**src/sv/hcalu_pkg.sv**
```systemverilog
// ----------------------------------------------------------------------------
// hcalu_pkg
// Shared command codes, flag positions and pipeline stage records for the
// handheld CPU ALU.
// ----------------------------------------------------------------------------
package hcalu_pkg;

  // command codes
  localparam logic [4:0] CMD_ADD   = 5'd0;
  localparam logic [4:0] CMD_ADC   = 5'd1;
  localparam logic [4:0] CMD_SUB   = 5'd2;
  localparam logic [4:0] CMD_SBC   = 5'd3;
  localparam logic [4:0] CMD_AND   = 5'd4;
  localparam logic [4:0] CMD_XOR   = 5'd5;
  localparam logic [4:0] CMD_OR    = 5'd6;
  localparam logic [4:0] CMD_CP    = 5'd7;
  localparam logic [4:0] CMD_INC8  = 5'd8;
  localparam logic [4:0] CMD_DEC8  = 5'd9;
  localparam logic [4:0] CMD_RLC   = 5'd10;
  localparam logic [4:0] CMD_RRC   = 5'd11;
  localparam logic [4:0] CMD_RL    = 5'd12;
  localparam logic [4:0] CMD_RR    = 5'd13;
  localparam logic [4:0] CMD_SLA   = 5'd14;
  localparam logic [4:0] CMD_SRA   = 5'd15;
  localparam logic [4:0] CMD_SWAP  = 5'd16;
  localparam logic [4:0] CMD_SRL   = 5'd17;
  localparam logic [4:0] CMD_BIT   = 5'd18;
  localparam logic [4:0] CMD_RES   = 5'd19;
  localparam logic [4:0] CMD_SET   = 5'd20;
  localparam logic [4:0] CMD_RLCA  = 5'd21;
  localparam logic [4:0] CMD_RRCA  = 5'd22;
  localparam logic [4:0] CMD_DAA   = 5'd23;
  localparam logic [4:0] CMD_ADD16 = 5'd24;
  localparam logic [4:0] CMD_ADDSP = 5'd25;
  localparam logic [4:0] CMD_INC16 = 5'd26;
  localparam logic [4:0] CMD_DEC16 = 5'd27;

  // flag bit positions in the packed ZNHC nibble
  localparam int FLAG_Z = 3;
  localparam int FLAG_N = 2;
  localparam int FLAG_H = 1;
  localparam int FLAG_C = 0;

  // decimal adjust constants
  localparam logic [8:0] DAA_LO_ADJ = 9'h006;
  localparam logic [8:0] DAA_HI_ADJ = 9'h060;
  localparam logic [8:0] DAA_HI_LIM = 9'h09F;
  localparam logic [3:0] DAA_NIB_LIM = 4'd9;

  // stage 1 record: operands with adder inputs already steered
  typedef struct packed {
    logic [4:0]  cmd;
    logic [15:0] x;
    logic [7:0]  b;
    logic [3:0]  flags;
    logic [7:0]  op8;
    logic        cin8;
    logic [15:0] op16;
    logic [7:0]  mask;
  } prep_t;

  // stage 2 record: raw result, partial flags, zero-test source
  typedef struct packed {
    logic [4:0]  cmd;
    logic [3:0]  flags;
    logic [15:0] val;
    logic [7:0]  zsrc;
    logic        zmode;
    logic [3:0]  flg;
    logic [8:0]  daa_t;
  } exec_t;

endpackage

```
**src/sv/hcalu_prep.sv**
```systemverilog
// ----------------------------------------------------------------------------
// hcalu_prep
// Stage 1: captures a transaction and steers adder operands, carry-in and
// bit mask per command.
// ----------------------------------------------------------------------------
module hcalu_prep (
  input  logic               clk_i,
  input  logic               rst_ni,
  input  logic               start_i,
  input  logic [4:0]         command_i,
  input  logic [15:0]        first_operand_i,
  input  logic [15:0]        second_operand_i,
  input  logic [2:0]         bit_index_i,
  input  logic [3:0]         flags_in_i,
  output logic               valid_o,
  output hcalu_pkg::prep_t   prep_o
);
  import hcalu_pkg::*;

  logic        valid_q;
  prep_t       prep_q, prep_d;
  logic [7:0]  b;
  logic        c_in;

  assign b    = second_operand_i[7:0];
  assign c_in = flags_in_i[FLAG_C];

  always_comb begin
    prep_d.cmd   = command_i;
    prep_d.x     = first_operand_i;
    prep_d.b     = b;
    prep_d.flags = flags_in_i;
    prep_d.mask  = 8'h01 << bit_index_i;

    // 8-bit adder: subtract is a + ~b + ~borrow
    case (command_i)
      CMD_ADD: begin
        prep_d.op8 = b;        prep_d.cin8 = 1'b0;
      end
      CMD_ADC: begin
        prep_d.op8 = b;        prep_d.cin8 = c_in;
      end
      CMD_SUB, CMD_CP: begin
        prep_d.op8 = ~b;       prep_d.cin8 = 1'b1;
      end
      CMD_SBC: begin
        prep_d.op8 = ~b;       prep_d.cin8 = ~c_in;
      end
      CMD_INC8: begin
        prep_d.op8 = 8'h00;    prep_d.cin8 = 1'b1;
      end
      CMD_DEC8: begin
        prep_d.op8 = 8'hFF;    prep_d.cin8 = 1'b0;
      end
      default: begin
        prep_d.op8 = b;        prep_d.cin8 = 1'b0;
      end
    endcase

    // 16-bit adder second input
    case (command_i)
      CMD_ADDSP: prep_d.op16 = {{8{b[7]}}, b};
      CMD_INC16: prep_d.op16 = 16'h0001;
      CMD_DEC16: prep_d.op16 = 16'hFFFF;
      default:   prep_d.op16 = second_operand_i;
    endcase
  end

  always_ff @(posedge clk_i or negedge rst_ni) begin
    if (!rst_ni) begin
      valid_q <= 1'b0;
    end else begin
      valid_q <= start_i;
    end
  end

  always_ff @(posedge clk_i) begin
    if (start_i) begin
      prep_q <= prep_d;
    end
  end

  assign valid_o = valid_q;
  assign prep_o  = prep_q;

endmodule

```
**src/sv/hcalu_exec.sv**
```systemverilog
// ----------------------------------------------------------------------------
// hcalu_exec
// Stage 2: 8-bit and 16-bit adders, logic, shifts, bit ops and the first
// decimal-adjust step; flags except the zero test.
// ----------------------------------------------------------------------------
module hcalu_exec (
  input  logic               clk_i,
  input  logic               rst_ni,
  input  logic               valid_i,
  input  hcalu_pkg::prep_t   prep_i,
  output logic               valid_o,
  output hcalu_pkg::exec_t   exec_o
);
  import hcalu_pkg::*;

  logic        valid_q;
  exec_t       exec_q, exec_d;
  logic [7:0]  a;
  logic [8:0]  sum8;
  logic [16:0] sum16;
  logic        c4_8, c8_8, c4_16, c8_16, c12_16;
  logic [3:0]  f;
  logic [7:0]  r8;

  assign a = prep_i.x[7:0];
  assign f = prep_i.flags;

  always_comb begin
    sum8   = {1'b0, a} + {1'b0, prep_i.op8} + {8'h00, prep_i.cin8};
    c4_8   = sum8[4] ^ a[4] ^ prep_i.op8[4];
    c8_8   = sum8[8];
    sum16  = {1'b0, prep_i.x} + {1'b0, prep_i.op16};
    // carry into bit n = sum ^ x ^ y at bit n
    c4_16  = sum16[4] ^ prep_i.x[4] ^ prep_i.op16[4];
    c8_16  = sum16[8] ^ prep_i.x[8] ^ prep_i.op16[8];
    c12_16 = sum16[12] ^ prep_i.x[12] ^ prep_i.op16[12];

    exec_d.cmd   = prep_i.cmd;
    exec_d.flags = f;

    // decimal adjust, first correction
    if (!f[FLAG_N]) begin
      exec_d.daa_t = (f[FLAG_H] || (a[3:0] > DAA_NIB_LIM)) ? ({1'b0, a} + DAA_LO_ADJ)
                                                           : {1'b0, a};
    end else begin
      exec_d.daa_t = f[FLAG_H] ? {1'b0, a - DAA_LO_ADJ[7:0]} : {1'b0, a};
    end

    r8           = 8'h00;
    exec_d.zmode = 1'b0;
    exec_d.flg   = f;
    exec_d.zsrc  = 8'h00;
    exec_d.val   = 16'h0000;

    case (prep_i.cmd)
      CMD_ADD, CMD_ADC: begin
        r8 = sum8[7:0];  exec_d.zmode = 1'b1;
        exec_d.flg = {1'b0, 1'b0, c4_8, c8_8};
      end
      CMD_SUB, CMD_SBC, CMD_CP: begin
        r8 = sum8[7:0];  exec_d.zmode = 1'b1;
        exec_d.flg = {1'b0, 1'b1, ~c4_8, ~c8_8};
      end
      CMD_AND: begin
        r8 = a & prep_i.b;  exec_d.zmode = 1'b1;
        exec_d.flg = 4'b0010;
      end
      CMD_XOR: begin
        r8 = a ^ prep_i.b;  exec_d.zmode = 1'b1;
        exec_d.flg = 4'b0000;
      end
      CMD_OR: begin
        r8 = a | prep_i.b;  exec_d.zmode = 1'b1;
        exec_d.flg = 4'b0000;
      end
      CMD_INC8: begin
        r8 = sum8[7:0];  exec_d.zmode = 1'b1;
        exec_d.flg = {1'b0, 1'b0, c4_8, f[FLAG_C]};
      end
      CMD_DEC8: begin
        r8 = sum8[7:0];  exec_d.zmode = 1'b1;
        exec_d.flg = {1'b0, 1'b1, ~c4_8, f[FLAG_C]};
      end
      CMD_RLC, CMD_RLCA: begin
        r8 = {a[6:0], a[7]};  exec_d.zmode = (prep_i.cmd == CMD_RLC);
        exec_d.flg = {3'b000, a[7]};
      end
      CMD_RRC, CMD_RRCA: begin
        r8 = {a[0], a[7:1]};  exec_d.zmode = (prep_i.cmd == CMD_RRC);
        exec_d.flg = {3'b000, a[0]};
      end
      CMD_RL: begin
        r8 = {a[6:0], f[FLAG_C]};  exec_d.zmode = 1'b1;
        exec_d.flg = {3'b000, a[7]};
      end
      CMD_RR: begin
        r8 = {f[FLAG_C], a[7:1]};  exec_d.zmode = 1'b1;
        exec_d.flg = {3'b000, a[0]};
      end
      CMD_SLA: begin
        r8 = {a[6:0], 1'b0};  exec_d.zmode = 1'b1;
        exec_d.flg = {3'b000, a[7]};
      end
      CMD_SRA: begin
        r8 = {a[7], a[7:1]};  exec_d.zmode = 1'b1;
        exec_d.flg = {3'b000, a[0]};
      end
      CMD_SWAP: begin
        r8 = {a[3:0], a[7:4]};  exec_d.zmode = 1'b1;
        exec_d.flg = 4'b0000;
      end
      CMD_SRL: begin
        r8 = {1'b0, a[7:1]};  exec_d.zmode = 1'b1;
        exec_d.flg = {3'b000, a[0]};
      end
      CMD_BIT: begin
        r8 = a;  exec_d.zmode = 1'b1;
        exec_d.flg = {1'b0, 1'b0, 1'b1, f[FLAG_C]};
      end
      CMD_RES: r8 = a & ~prep_i.mask;
      CMD_SET: r8 = a | prep_i.mask;
      default: r8 = 8'h00;
    endcase

    // zero test source: bit test looks at the masked bit, others at r8
    exec_d.zsrc = (prep_i.cmd == CMD_BIT) ? (a & prep_i.mask) : r8;
    // compare echoes the operand
    exec_d.val  = (prep_i.cmd == CMD_CP) ? {8'h00, a} : {8'h00, r8};

    case (prep_i.cmd)
      CMD_ADD16: begin
        exec_d.val = sum16[15:0];
        exec_d.flg = {f[FLAG_Z], 1'b0, c12_16, sum16[16]};
      end
      CMD_ADDSP: begin
        exec_d.val = sum16[15:0];
        exec_d.flg = {2'b00, c4_16, c8_16};
      end
      CMD_INC16, CMD_DEC16: exec_d.val = sum16[15:0];
      default: ;
    endcase
  end

  always_ff @(posedge clk_i or negedge rst_ni) begin
    if (!rst_ni) begin
      valid_q <= 1'b0;
    end else begin
      valid_q <= valid_i;
    end
  end

  always_ff @(posedge clk_i) begin
    if (valid_i) begin
      exec_q <= exec_d;
    end
  end

  assign valid_o = valid_q;
  assign exec_o  = exec_q;

endmodule

```
**src/sv/hcalu_fin.sv**
```systemverilog
// ----------------------------------------------------------------------------
// hcalu_fin
// Stage 3: second decimal-adjust step, zero detect, flag merge and the
// output register.
// ----------------------------------------------------------------------------
module hcalu_fin (
  input  logic               clk_i,
  input  logic               rst_ni,
  input  logic               valid_i,
  input  hcalu_pkg::exec_t   ex_i,
  output logic               done_o,
  output logic [15:0]        value_o,
  output logic [3:0]         flags_o
);
  import hcalu_pkg::*;

  logic        done_q;
  logic [15:0] value_q, value_d;
  logic [3:0]  flags_q, flags_d;
  logic [8:0]  t2;
  logic [3:0]  f;

  assign f = ex_i.flags;

  always_comb begin
    if (!f[FLAG_N]) begin
      t2 = (f[FLAG_C] || (ex_i.daa_t > DAA_HI_LIM)) ? (ex_i.daa_t + DAA_HI_ADJ)
                                                     : ex_i.daa_t;
    end else begin
      t2 = f[FLAG_C] ? (ex_i.daa_t - DAA_HI_ADJ) : ex_i.daa_t;
    end

    if (ex_i.cmd == CMD_DAA) begin
      value_d = {8'h00, t2[7:0]};
      flags_d = {(t2[7:0] == 8'h00), f[FLAG_N], 1'b0, f[FLAG_C] | t2[8]};
    end else if (ex_i.zmode) begin
      value_d = ex_i.val;
      flags_d = {(ex_i.zsrc == 8'h00), ex_i.flg[2:0]};
    end else begin
      value_d = ex_i.val;
      flags_d = ex_i.flg;
    end
  end

  always_ff @(posedge clk_i or negedge rst_ni) begin
    if (!rst_ni) begin
      done_q <= 1'b0;
    end else begin
      done_q <= valid_i;
    end
  end

  always_ff @(posedge clk_i) begin
    if (valid_i) begin
      value_q <= value_d;
      flags_q <= flags_d;
    end
  end

  assign done_o  = done_q;
  assign value_o = value_q;
  assign flags_o = flags_q;

  a_daa_h_clear: assert property (@(posedge clk_i) disable iff (!rst_ni)
    valid_i && (ex_i.cmd == CMD_DAA) |=> !flags_q[FLAG_H])
    else $error("decimal adjust left H set");

  a_byte_zext: assert property (@(posedge clk_i) disable iff (!rst_ni)
    valid_i && (ex_i.cmd <= CMD_DAA) |=> (value_q[15:8] == 8'h00))
    else $error("8-bit result not zero-extended");

endmodule

```
**src/sv/handheld_cpu_alu_with_flags.sv**
```systemverilog
// ----------------------------------------------------------------------------
// handheld_cpu_alu_with_flags
// 8/16-bit ALU of a handheld-console CPU with ZNHC flag generation,
// three register stages.
// ----------------------------------------------------------------------------
//
//  channel   handshake          payload
//  -------   ----------------   ----------------------------------------------
//  command   start_i / busy_o   command_i, first_operand_i, second_operand_i,
//                               bit_index_i, flags_in_i
//  result    done_o (strobe)    result_value_o, flags_out_o
//
//  One transaction per clock; busy_o is never raised.
//  A start passes the prep, exec and fin registers before done_o rises.
//  Depth is set by the stage cut: operand steering, adders and shifters,
//  then the decimal-adjust high step with zero detect.
//  Reset clears the three valid bits only; no transaction is in flight after.
//  The receiver takes each result in its strobe cycle, so the pipe never
//  stalls.
//
module handheld_cpu_alu_with_flags (
  input  logic        clk_i,
  input  logic        rst_ni,
  input  logic        start_i,
  output logic        busy_o,
  input  logic [4:0]  command_i,
  input  logic [15:0] first_operand_i,
  input  logic [15:0] second_operand_i,
  input  logic [2:0]  bit_index_i,
  input  logic [3:0]  flags_in_i,
  output logic        done_o,
  output logic [15:0] result_value_o,
  output logic [3:0]  flags_out_o
);
  import hcalu_pkg::*;

  logic  prep_valid;
  prep_t prep;
  logic  exec_valid;
  exec_t exec;

  // fully pipelined, nothing to hold off
  assign busy_o = 1'b0;

  // stage 1: operand steering
  hcalu_prep u_prep (
    .clk_i            (clk_i),
    .rst_ni           (rst_ni),
    .start_i          (start_i),
    .command_i        (command_i),
    .first_operand_i  (first_operand_i),
    .second_operand_i (second_operand_i),
    .bit_index_i      (bit_index_i),
    .flags_in_i       (flags_in_i),
    .valid_o          (prep_valid),
    .prep_o           (prep)
  );

  // stage 2: adders, logic, shifts
  hcalu_exec u_exec (
    .clk_i   (clk_i),
    .rst_ni  (rst_ni),
    .valid_i (prep_valid),
    .prep_i  (prep),
    .valid_o (exec_valid),
    .exec_o  (exec)
  );

  // stage 3: DAA finish, zero flag, output register
  hcalu_fin u_fin (
    .clk_i   (clk_i),
    .rst_ni  (rst_ni),
    .valid_i (exec_valid),
    .ex_i    (exec),
    .done_o  (done_o),
    .value_o (result_value_o),
    .flags_o (flags_out_o)
  );

  a_latency: assert property (@(posedge clk_i) disable iff (!rst_ni)
    start_i && !busy_o |-> ##3 done_o)
    else $error("accepted transaction did not complete in 3 cycles");

  a_no_spurious: assert property (@(posedge clk_i) disable iff (!rst_ni)
    done_o |-> $past(start_i, 3))
    else $error("result strobe without a matching transaction");

endmodule

```
**config.mk**
```make
export PLATFORM = sky130hd
export DESIGN_NAME = handheld_cpu_alu_with_flags
export DESIGN_NICKNAME = d
export VERILOG_FILES = /design/src/sv/hcalu_pkg.sv /design/src/sv/hcalu_prep.sv /design/src/sv/hcalu_exec.sv /design/src/sv/hcalu_fin.sv /design/src/sv/handheld_cpu_alu_with_flags.sv
export SDC_FILE = /design/constraint.sdc
export NUM_CORES = 1
export LEC_CHECK = 0
export BUFFER_PORTS_ARGS = -buffer_cell sky130_fd_sc_hd__buf_2
export CORE_UTILIZATION = 55
export CTS_CLUSTER_SIZE = 14
export DETAILED_ROUTE_END_ITERATION = 7
export MAX_ROUTING_LAYER = met4
export PLACE_DENSITY = 0.83
export SETUP_SLACK_MARGIN = 0.15
export SYNTH_ARGS = -nofsm -noshare
export SYNTH_HDL_FRONTEND = slang
export SYNTH_SLANG_ARGS = --single-unit
```
**constraint.sdc**
```tcl
create_clock -name clk_i -period 4.1 [get_ports clk_i]
set_input_delay 0.82 -clock clk_i [delete_from_list [all_inputs] [get_ports clk_i]]
set_output_delay 0.82 -clock clk_i [all_outputs]
set_load 0.005 [all_outputs]
```
# Word level (Yosys, flattened, before mapping)
# Index checks and enable logic that the tools add are counted.
word_totals:
  out_inout_bits: 22
  regBits: 135
  inputBits: 47
op_classes:
  shift: 1
  eq_ne: 36
  addsub: 7
  n_lt_le_gt_ge: 2
  reduce_logical: 15
  muxes: 17
  bitwise_logic: 20
ops:
  columns: ["cell", "n"]
  rows:
  - ["8-bit one-hot mux with 15 select lines", 1]
  - ["5-bit == test (second input constant)", 15]
  - ["5-bit one-hot mux with 11 select lines", 1]
  - ["5-bit by 4-bit == test with 1-bit output (second input constant)", 10]
  - ["16-bit one-hot mux with 3 select lines", 1]
  - ["9-bit 2-to-1 mux", 5]
  - ["9-bit one-hot mux with 5 select lines", 1]
  - ["8-bit 2-to-1 mux", 4]
  - ["5-bit by 3-bit == test with 1-bit output (second input constant)", 5]
  - ["8-bit bitwise AND", 3]
  - ["5-bit by 2-bit == test with 1-bit output (second input constant)", 4]
  - ["16-bit by 16-bit adder with 17-bit output", 1]
  - ["8-bit logical NOT", 2]
  - ["16-bit 2-to-1 mux", 1]
  - ["8-bit inverter", 2]
  - ["8-bit OR", 2]
  - ["5-bit by 1-bit == test with 1-bit output (second input constant)", 2]
  - ["2-bit OR reduction", 5]
  - ["8-bit by 3-bit adder with 9-bit output (second input constant)", 1]
  - ["8-bit by 8-bit adder with 9-bit output", 1]
  - ["9-bit by 1-bit adder with 9-bit output", 1]
  - ["9-bit by 7-bit adder with 9-bit output (second input constant)", 1]
  - ["9-bit by 8-bit greater-than comparator with 1-bit output (second input constant)", 1]
  - ["3-bit OR reduction", 3]
  - ["other kinds (14)", 25]

# Longest topological paths before layout
# Gate-level depths: netlist of run 1.
logic_depth:
  word_depth: 7
  ltp_mapped: 9
  mapped_depth_nobuf: 9

# Cells and area by module
# From an unflattened synthesis of run 1, not the netlist that was laid out.
unflattened:
  hier_cells: 748
  hier_area_um2: 8224.1
modules_own_cells:
  columns: ["mod", "area_per_inst_um2", "cells_each", "n_inst", "seq_area_each_um2"]
  rows:
  - ["hcalu_exec", 4493.1, 498, 1, 1436.4]
  - ["hcalu_prep", 2638.8, 158, 1, 2006.9]
  - ["hcalu_fin", 1081.0, 90, 1, 625.6]
  - ["handheld_cpu_alu_with_flags", 11.3, 2, 1, 0.0]

# Worst setup path before layout of run 1
# No wires, ideal clock.
synth_timing:
  kind: "reg2reg"
  startpoint: "register u_prep.prep_q (netlist bit u_prep.prep_o[46])"
  endpoint: "register u_exec.exec_q (netlist bit u_exec.exec_o[9]) (data pin)"
  path_stages_with_launch: 10
  slack_ns: 1.367
  required_time_ns: 3.837
  setup_time_ns: 0.263
  synth_period_minus_slack_ns: 2.733
  t_arrival_ns: 2.470
  path_buffers: 1
  cell_sequence: "edfxtp_1 -> clkbuf_1 -> inv_1 -> fa_1 -> nor2b_1 -> o221a_1 -> o221a_1 -> o21ai_0 -> a22o_1 -> a2111o_1"
synth_rtl:
  columns: ["element", "line_no", "source"]
  rows:
  - ["from (decl)", "hcalu_prep.sv:21", "prep_t prep_q, prep_d;"]
  - ["from (signal assigned)", "hcalu_prep.sv:79", "prep_q <= prep_d;"]
  - ["to (signal assigned)", "hcalu_exec.sv:154", "exec_q <= exec_d;"]
  - ["to (decl)", "hcalu_exec.sv:17", "exec_t exec_q, exec_d;"]

==> run metrics, run 1 <==
status=finished clean; share of cells above drive strength 1=15.2%; nets=899; CTS Hold Buffers Added=0; TNS Setup=0 ns; total gr overflow=0; Psw=1.28 mW; Setup Crit Path Kind=flop to flop; die area=15100 µm²; top cells by area, synth=edfxtp_1 (49%), ha_1 (4.4%), a21oi_1 (3.2%), nor2_1 (3.0%), a211oi_1 (2.6%); pre-CTS setup slack=1.02 ns; Max IR drop VDD=0.000382 V; r2r endpoint=u_exec.exec_o[9]$_DFFE_PP_; Max Fclk=316 MHz; DP Cell Count=982; LEAKAGE=3.51 nW; post-route antenna net violation count=0; final hold vios=0; FP Rows=43; # DRC=0; Post-Syn Area=8030 µm²; Syn Area/Cell=10.5 µm²; Least-Margin Pin Slew=0.953 ns; fin crit period=3.16 ns; multi-input logic area=3720 µm²; most frequent cells in the layout=edfxtp_1 (131), buf_2 (67), nor2_1 (64); Post-CTS Setup Repair Bufs=0; final clock period utilization by the worst path=77.2%; count of cell types in the netlist=70; largest net degree at the start of global routing=47; CP arrival=3.34 ns; first-pass GRT wire length=32900 µm; Post-CTS Resized=0; vias in the first global route=5979; Skew-Pair Late Insertion Delay=0.43 ns; Reg area=4010 µm²; syn nets=843; clk buf depth=2; I/O pin count=69; post-DR wirelength/cell=20.6 µm; max-slew violations=0; Slowest-stage cell, CP=edfxtp_1; CP dominant cell by count=a2111o_1; final wirelength=20900 µm; Via Count=6526; Clk pwr share=36.0%; leading area contributor after synthesis=edfxtp_1; hold slack=0.173 ns; R2R depth=8; critical-path cell list=ha_1 > fa_1 > a21o_1 > nand4_1 > a21oi_1 > a2111o_1 > and3_1 > a2111o_1; kind of end point of the critical path=flop; CTS buffer count=17; Vias/cell=6.44; Horiz. Die Dim=123 µm; HP Class=input port to async pin; GPL Wtd Cong=0.952; clock root cell=clkbuf_16; Clock Sink Count=134; FILL cells=1075; Top FF cell, synth=edfxtp_1; power share of the sequential group=44.3%; Post-synth EDFFs=131; Cells after Synth=765; PD cells=455 nW/µm²; most common cell after layout, fill and taps aside=edfxtp_1; register area share after synthesis=49.9%; H-Tree Level Count=4; max incr delay on CP=0.60 ns; origin of the critical flop-to-flop path=u_prep.prep_o[45]$_DFFE_PP_; DRT iter0 DRCs=765; number of diodes=0; internal power=2.84 mW; core area=14000 µm²; initial core utilization=57.2%; Ys Warns=0; relative slew slack=36.4%; DP HPWL=15100 µm; final setup margin=0.936 ns; Synth-to-Final Area Change=12.8%; CP Max Fanout=11; Clock Skews=0.0107 ns; Logic pwr share=19.7%; asr flop ratio synth=2.24%; Finish-stage setup viols=0; DRT Pass-1 Iters=8; Critical Path RT=4.27 ns; antenna violations before repair=0; Overall Power=4.12 mW; GRT Total Usage=30.5%; Worst-path clk slew=0.07 ns; Synth top area share=49.0%; CTS tree=built; flop2flop setup slack=0.94 ns; type of origin of the critical path=flop; RSZ-0062 raised after global routing=no; PortBufs=67; #FFs+latches synth=134; switch share=31.0%; total of max-cap violations=0; Final Instance Count excl. Fillers=1014; Die H=123 µm
flip-flops by register name, summed over array words and instances (netlist names):
signal,flops
u_fin.value_o,16
u_fin.done_o,1
u_exec.exec_o,45
u_prep.prep_o,66
u_prep.valid_o,1
u_exec.valid_o,1
u_fin.flags_o,4
how the worst max path moves through the flow:
stage	start	endpoint	slack [ns]	cells after the start
after floorplan	u_prep.prep_o[46]$_DFFE_PP_	u_exec.exec_o[9]$_DFFE_PP_	1.37	9
after global placement	u_prep.prep_o[45]$_DFFE_PP_	u_exec.exec_o[9]$_DFFE_PP_	1.10	9
after detailed placement	u_prep.prep_o[45]$_DFFE_PP_	u_exec.exec_o[9]$_DFFE_PP_	1.02	8
after CTS	u_prep.prep_o[45]$_DFFE_PP_	u_exec.exec_o[9]$_DFFE_PP_	1.0	8
after global routing	u_prep.prep_o[45]$_DFFE_PP_	u_exec.exec_o[9]$_DFFE_PP_	0.82	8
final	u_prep.prep_o[45]$_DFFE_PP_	u_exec.exec_o[9]$_DFFE_PP_	0.94	8
through the flow:
stage | utilization, % | instance area, µm²
floorplan | - | 8030
global placement | 60.4 | 8480
detailed placement | 60.4 | 8480
CTS | 64.5 | 9050
global route | 64.5 | 9050
finish | 64.5 | 9050
per-layer routing:
metal | share of wire [%] | routed length (µm) | track usage, %
met1 | 42 | 8750 | 40.7
met2 | 46 | 9660 | 45.5
met3 | 9.3 | 1950 | 6.41
met4 | 2.5 | 517 | 12.2
met5 | 0 | 0 | -
worst max-delay path, delay by kind of cell (launching register included):
family                   cells  cell delay, ns
adder cells (fa/ha/maj)      2            0.78
flip-flops                   1            0.60
AO/OA/AOI/OAI                4            1.22
AND/OR/NAND/NOR              2            0.31
synth_stat cells (5+ instances only):
cell type,count
nor3b_1,6
clkbuf_1,23
a21o_1,21
nand2_1,55
buf_2,8
buf_1,5
xnor2_1,20
nand2b_1,19
nand3_1,22
a211oi_1,28
a31oi_1,9
and3_1,6
nor2_1,64
a21oi_1,52
edfxtp_1,131
ha_1,28
o22ai_1,13
nand4_1,9
o21a_1,6
nor2b_1,10
nor3_1,22
o21ai_0,37
xor2_1,13
and2_1,10
o211ai_1,5
mux2_2,6
inv_1,23
nor4_1,7
power groups by stage:
stage	clock (mW)	sequential (mW)	combinational (mW)
floorplan	0	1.77	0.590
global placement	0	1.84	0.776
detailed placement	0	1.85	0.782
CTS	1.51	1.82	0.790
global route	1.57	1.84	0.884
finish	1.48	1.82	0.809
layout make-up:
class | count | area share, %
clock buffer | 17 | 4.70
tap | 180 | 2.49
clock inverter | 15 | 1.64
timing repair buffer | 80 | 4.78
sequential | 134 | 44.3
multi-input combinational | 565 | 41.1
inverter | 23 | 0.954
kinds of logic after synthesis:
family          Yosys count  share of synthesized area [%]
simple gates            255                           16.1
compound gates          234                           19.9
flops                   134                           49.9
buf+inv                  66                           3.68
xor+xnor                 34                           3.88
fa+ha+maj                31                           5.11
mux                      10                           1.34
other cells               1                         0.0467
Power figures use the tool's default switching activity.
==> run 2, diff against run 1 <==
==> constraint.sdc (replaced) <==
create_clock -name clk_i -period 3 [get_ports clk_i]
set_input_delay 0.6 -clock clk_i [delete_from_list [all_inputs] [get_ports clk_i]]
set_output_delay 0.6 -clock clk_i [all_outputs]
set_load 0.005 [all_outputs]
==> run metrics, run 2 (synthesis results as in run 1) <==
antenna violations before repair=0; I/O pin count=69; GPL Wtd Cong=1.03; flop2flop setup slack=0.17 ns; status=finished clean; core area=14000 µm²; Max Fclk=353 MHz; DP Cell Count=1015; Clock Sink Count=134; Clock Skews=0.00992 ns; Least-Margin Pin Slew=0.967 ns; GRT Total Usage=31.6%; final wirelength=22000 µm; Finish-stage setup viols=0; fin crit period=2.83 ns; Via Count=6762; type of origin of the critical path=flop; FILL cells=1058; Setup Crit Path Kind=flop to flop; HP Class=input port to flop; TNS Setup=0 ns; clock root cell=clkbuf_16; max incr delay on CP=0.45 ns; relative slew slack=35.6%; CP Max Fanout=3; initial core utilization=57.2%; final hold vios=0; internal power=3.93 mW; Logic pwr share=22.1%; Critical Path RT=3.18 ns; post-layout util=66.7%; Clk pwr share=34.4%; DP HPWL=16000 µm; H-Tree Level Count=4; final instance area=9370 µm²; power share of the sequential group=43.5%; max FFs per register=66; post-DR wirelength/cell=21.0 µm; Worst-path clk slew=0.06 ns; final clock period utilization by the worst path=94.4%; Skew-Pair Late Insertion Delay=0.43 ns; Final Instance Count excl. Fillers=1051; total of max-cap violations=0; Horiz. Die Dim=123 µm; Overall Power=5.63 mW; # DRC=0; critical-path cell list=fa_2 > inv_2 > fa_2 > nor2b_1 > o221a_1 > o221a_1 > or3_1 > a22o_1 > a2111o_1; post-route antenna net violation count=0; Max IR drop VDD=0.000417 V; max-slew violations=0; CTS buffer count=17; switch share=30.1%; PortBufs=67; most common cell after layout, fill and taps aside=edfxtp_1; Die H=123 µm; kind of end point of the critical path=flop; total gr overflow=0; nets=936; FP Rows=43; Slowest-stage cell, CP=edfxtp_1; DRT Pass-1 Iters=6; die area=15100 µm²; DRT iter0 DRCs=873; first-pass GRT wire length=34000 µm; Vias/cell=6.43; LEAKAGE=3.69 nW; share of cells above drive strength 1=19.2%; number of diodes=0; CTS tree=built; clk buf depth=2; RSZ-0062 raised after global routing=no; PD cells=601 nW/µm²; vias in the first global route=6299; largest net degree at the start of global routing=47; most frequent cells in the layout=edfxtp_1 (131), buf_2 (67), nor2_1 (64); CP arrival=3.01 ns; Synth-to-Final Area Change=16.7%; Post-DP Area=8760 µm²; Psw=1.69 mW
-- run 2: cell count changes in the layout (fill, tap and decap cells not counted), sizes merged --
| cell | before | now |
|---|---|---|
| buf | 80 | 116 |
| clkbuf | 17 | 19 |
| clkinv | 1 | 6 |
| clkinvlp | 2 | 1 |
| dlygate4sd3 | 0 | 1 |
| inv | 35 | 29 |
-- run 2: path summary, 6_finish.rpt --
kind                                                 startpoint                              end  depth (start not counted)
worst max-delay path                u_prep.prep_o[45]$_DFFE_PP_       u_exec.exec_o[9]$_DFFE_PP_                          9
min in group asynchronous                                rst_ni         u_prep.valid_o$_DFF_PN0_                          2
worst min-delay path                        first_operand_i[15]      u_prep.prep_o[60]$_DFFE_PP_                          1
worst min register to register  u_exec.exec_o[34]$_SDFFCE_PP0P_  u_fin.value_o[12]$_SDFFCE_PP0P_                          1
max in group asynchronous                                rst_ni         u_prep.valid_o$_DFF_PN0_                          2
worst max register to register      u_prep.prep_o[45]$_DFFE_PP_       u_exec.exec_o[9]$_DFFE_PP_                          9
-- run 2: area by class of cell --
type                    count  area (µm²)  share of cell area [%]
well taps                 180         225                    2.40
inverters                  23        86.3                   0.921
flip-flops and latches    134        4010                    42.8
repair buffers            117         751                    8.01
multi-input cells         565        3740                    39.9
clock buffers              19         443                    4.73
clock inverters            13         114                    1.21
-- run 2: what timing repair did --
item,4_1_cts,5_1_grt
pin swaps,0,4
endpoints found under the hold margin,3,0
endpoints found under the setup margin,1,1
hold buffers,1,0
gates resized for setup,1,5
gates cloned,0,0
setup buffers,0,3
-- run 2: metrics by stage --
stage	hold slack, ns	setup slack, ns
3_3_place_gp	0.396	0.197
5_1_grt	0.326	0.102
2_1_floorplan	0.304	0.267
3_5_place_dp	0.398	0.160
4_1_cts	0.331	0.151
6_report	0.341	0.169
-- run 2: power groups by stage --
stage / clock [mW] / combinational (mW) / sequential, mW
6_report: 1.94 / 1.24 / 2.45
2_1_floorplan: 0 / 0.806 / 2.42
3_5_place_dp: 0 / 1.18 / 2.48
4_1_cts: 1.95 / 1.19 / 2.45
5_1_grt: 2.03 / 1.35 / 2.47
3_3_place_gp: 0 / 1.17 / 2.47
-- run 2: critical path: cells and delay by family, from the launching register on --
kind / cells / cell delay, ns
compound gates: 4 / 1.04
fa+ha+maj: 2 / 0.63
buf+inv: 1 / 0.08
flops: 1 / 0.45
simple gates: 2 / 0.38
-- run 2: routing by layer --
metal	global-route usage, %	wire length (µm)	share of wire, %
met1	40.9	9050	41
met2	46.8	10100	46
met3	7.57	2020	9.2
met4	14.9	905	4.1
met5	-	0	0
==> run 3, diff against run 2 <==
--- a/config.mk
+++ b/config.mk
@@ -5,7 +5,7 @@
 export SDC_FILE = /design/constraint.sdc
 export NUM_CORES = 1
 export LEC_CHECK = 0
-export BUFFER_PORTS_ARGS = -buffer_cell sky130_fd_sc_hd__buf_2
+export BUFFER_PORTS_ARGS = -buffer_cell sky130_fd_sc_hd__buf_4
 export CORE_UTILIZATION = 55
 export CTS_CLUSTER_SIZE = 14
 export DETAILED_ROUTE_END_ITERATION = 7
==> run metrics, run 3 (synthesis results as in run 1) <==
GRT Total Usage=34.2%; CP arrival=2.98 ns; antenna violations before repair=0; worst path buffer plus inverter count=1; largest net degree at the start of global routing=68; die area=15100 µm²; max incr delay on CP=0.44 ns; end of the critical path=u_exec.exec_o[9]$_DFFE_PP_; max FFs per register=66; Slowest-stage cell, CP=fa_2; Die H=123 µm; Max IR drop VDD=0.000565 V; Max Fclk=355 MHz; CTS buffer count=17; vias in the first global route=6508; kind of end point of the critical path=flop; critical-path cell list=fa_2 > inv_2 > fa_2 > nor2b_1 > o221a_1 > o221a_1 > or3_1 > a22o_1 > a2111o_1; Critical Path RT=3.17 ns; r2r endpoint=u_exec.exec_o[9]$_DFFE_PP_; DP HPWL=17500 µm; final hold vios=0; nets=943; clk buf depth=2; number of diodes=0; total of max-cap violations=0; I/O pin count=69; DRT Pass-1 Iters=5; status=finished clean; Setup Crit Path Kind=flop to flop; Horiz. Die Dim=123 µm; Clock Skews=0.0110 ns; post-route antenna net violation count=0; FP Rows=43; Least-Margin Pin Slew=0.877 ns; relative slew slack=41.5%; FILL cells=1052; CP Max Fanout=3; max-slew violations=0; post-DR wirelength/cell=22.6 µm; type of origin of the critical path=flop; most common cell after layout, fill and taps aside=edfxtp_1; Clock Sink Count=134; Vias/cell=6.50; final setup margin=0.186 ns; R2R depth=9; clock root cell=clkbuf_16; Finish-stage setup viols=0; RSZ-0062 raised after global routing=yes; # DRC=0; Worst-path clk slew=0.06 ns; Synth-to-Final Area Change=20.3%; Skew-Pair Late Insertion Delay=0.42 ns; PD cells=617 nW/µm²; GPL Wtd Cong=0.971; final wirelength=23900 µm; DRT iter0 DRCs=886; TNS Setup=0 ns; origin of the critical flop-to-flop path=u_prep.prep_o[25]$_DFFE_PP_; CTS tree=built; total gr overflow=0; flop2flop setup slack=0.19 ns; PortBufs=67; H-Tree Level Count=4; final clock period utilization by the worst path=93.8%; core area=14000 µm²; most frequent cells in the layout=edfxtp_1 (131), buf_4 (121), nor2_1 (64); HP Class=input port to flop; Via Count=6878; LEAKAGE=3.81 nW; Stages on worst setup path=9; worst setup path startpoint=u_prep.prep_o[25]$_DFFE_PP_; first-pass GRT wire length=36500 µm; pre-CTS setup slack=0.121 ns; fin crit period=2.81 ns; crit-path leading delay family=compound AO/OA/AOI/OAI gates; initial core utilization=57.2%; share of cells above drive strength 1=20.2%
-- run 3: cell types whose count changed in the layout (fill, tap and decap cells not counted), moves of 2 or more --
cell | previous run | this run
bufinv_16 | 0 | 3
inv_8 | 2 | 0
buf_2 | 67 | 0
buf_4 | 46 | 121
-- run 3: how the worst min path moves through the flow --
stage	startpoint	to	slack, ns	depth (start not counted)
global route	first_operand_i[6]	u_prep.prep_o[51]$_DFFE_PP_	0.34	1
finish	first_operand_i[6]	u_prep.prep_o[51]$_DFFE_PP_	0.35	1
global placement	rst_ni	u_fin.done_o$_DFF_PN0_	0.39	1
CTS	first_operand_i[6]	u_prep.prep_o[51]$_DFFE_PP_	0.34	1
floorplan	rst_ni	u_exec.valid_o$_DFF_PN0_	0.30	0
detailed placement	rst_ni	u_prep.valid_o$_DFF_PN0_	0.39	1
-- run 3: area by class of cell --
type | instances | area (µm²) | area share, %
inverters | 23 | 86.3 | 0.894
repair buffers | 124 | 958 | 9.92
clock buffers | 19 | 453 | 4.69
multi-input cells | 565 | 3760 | 38.9
clock inverters | 13 | 169 | 1.75
flip-flops and latches | 134 | 4010 | 41.5
well taps | 180 | 225 | 2.33
-- run 3: worst reg2reg max path: cells and delay by family (launching register included) --
kind / cells / cell delay (ns)
compound gates: 4 / 1.02
fa+ha+maj: 2 / 0.66
flops: 1 / 0.43
simple gates: 2 / 0.38
buf+inv: 1 / 0.08
-- run 3: repair_timing --
action	4_1_cts	5_1_grt
setup buffers	0	1
setup endpoints to repair	2	4
hold endpoints to repair	3	0
pin swaps	0	4
hold buffers	1	0
gates resized for setup	1	9
-- run 3: power by group --
group          switching [mW]  internal [mW]
Combinational           0.765          0.578
Sequential              0.141           2.30
Clock                   0.812           1.36
Total                    1.72           4.24
-- run 3: metrics by stage --
stage	std cells	hold slack [ns]	power [mW]	instance area, µm²	utilization (%)
4_1_cts	1057	0.337	5.93	9620	68.5
2_1_floorplan	765	0.304	3.23	8030	-
5_1_grt	1058	0.337	6.17	9660	68.8
6_report	1058	0.349	5.96	9660	68.8
3_5_place_dp	1024	0.394	3.75	8990	64.0
3_3_place_gp	1024	0.388	3.72	8990	64.0
-- run 3: metal layers --
layer | global-route usage [%] | routed length [µm] | vias up
met1 | 45.2 | 10400 | 3337
met5 | - | 0 | -
li1 | - | - | 3135
met3 | 5.44 | 1650 | 60
met4 | 13.3 | 625 | 0
met2 | 52.8 | 11300 | 346
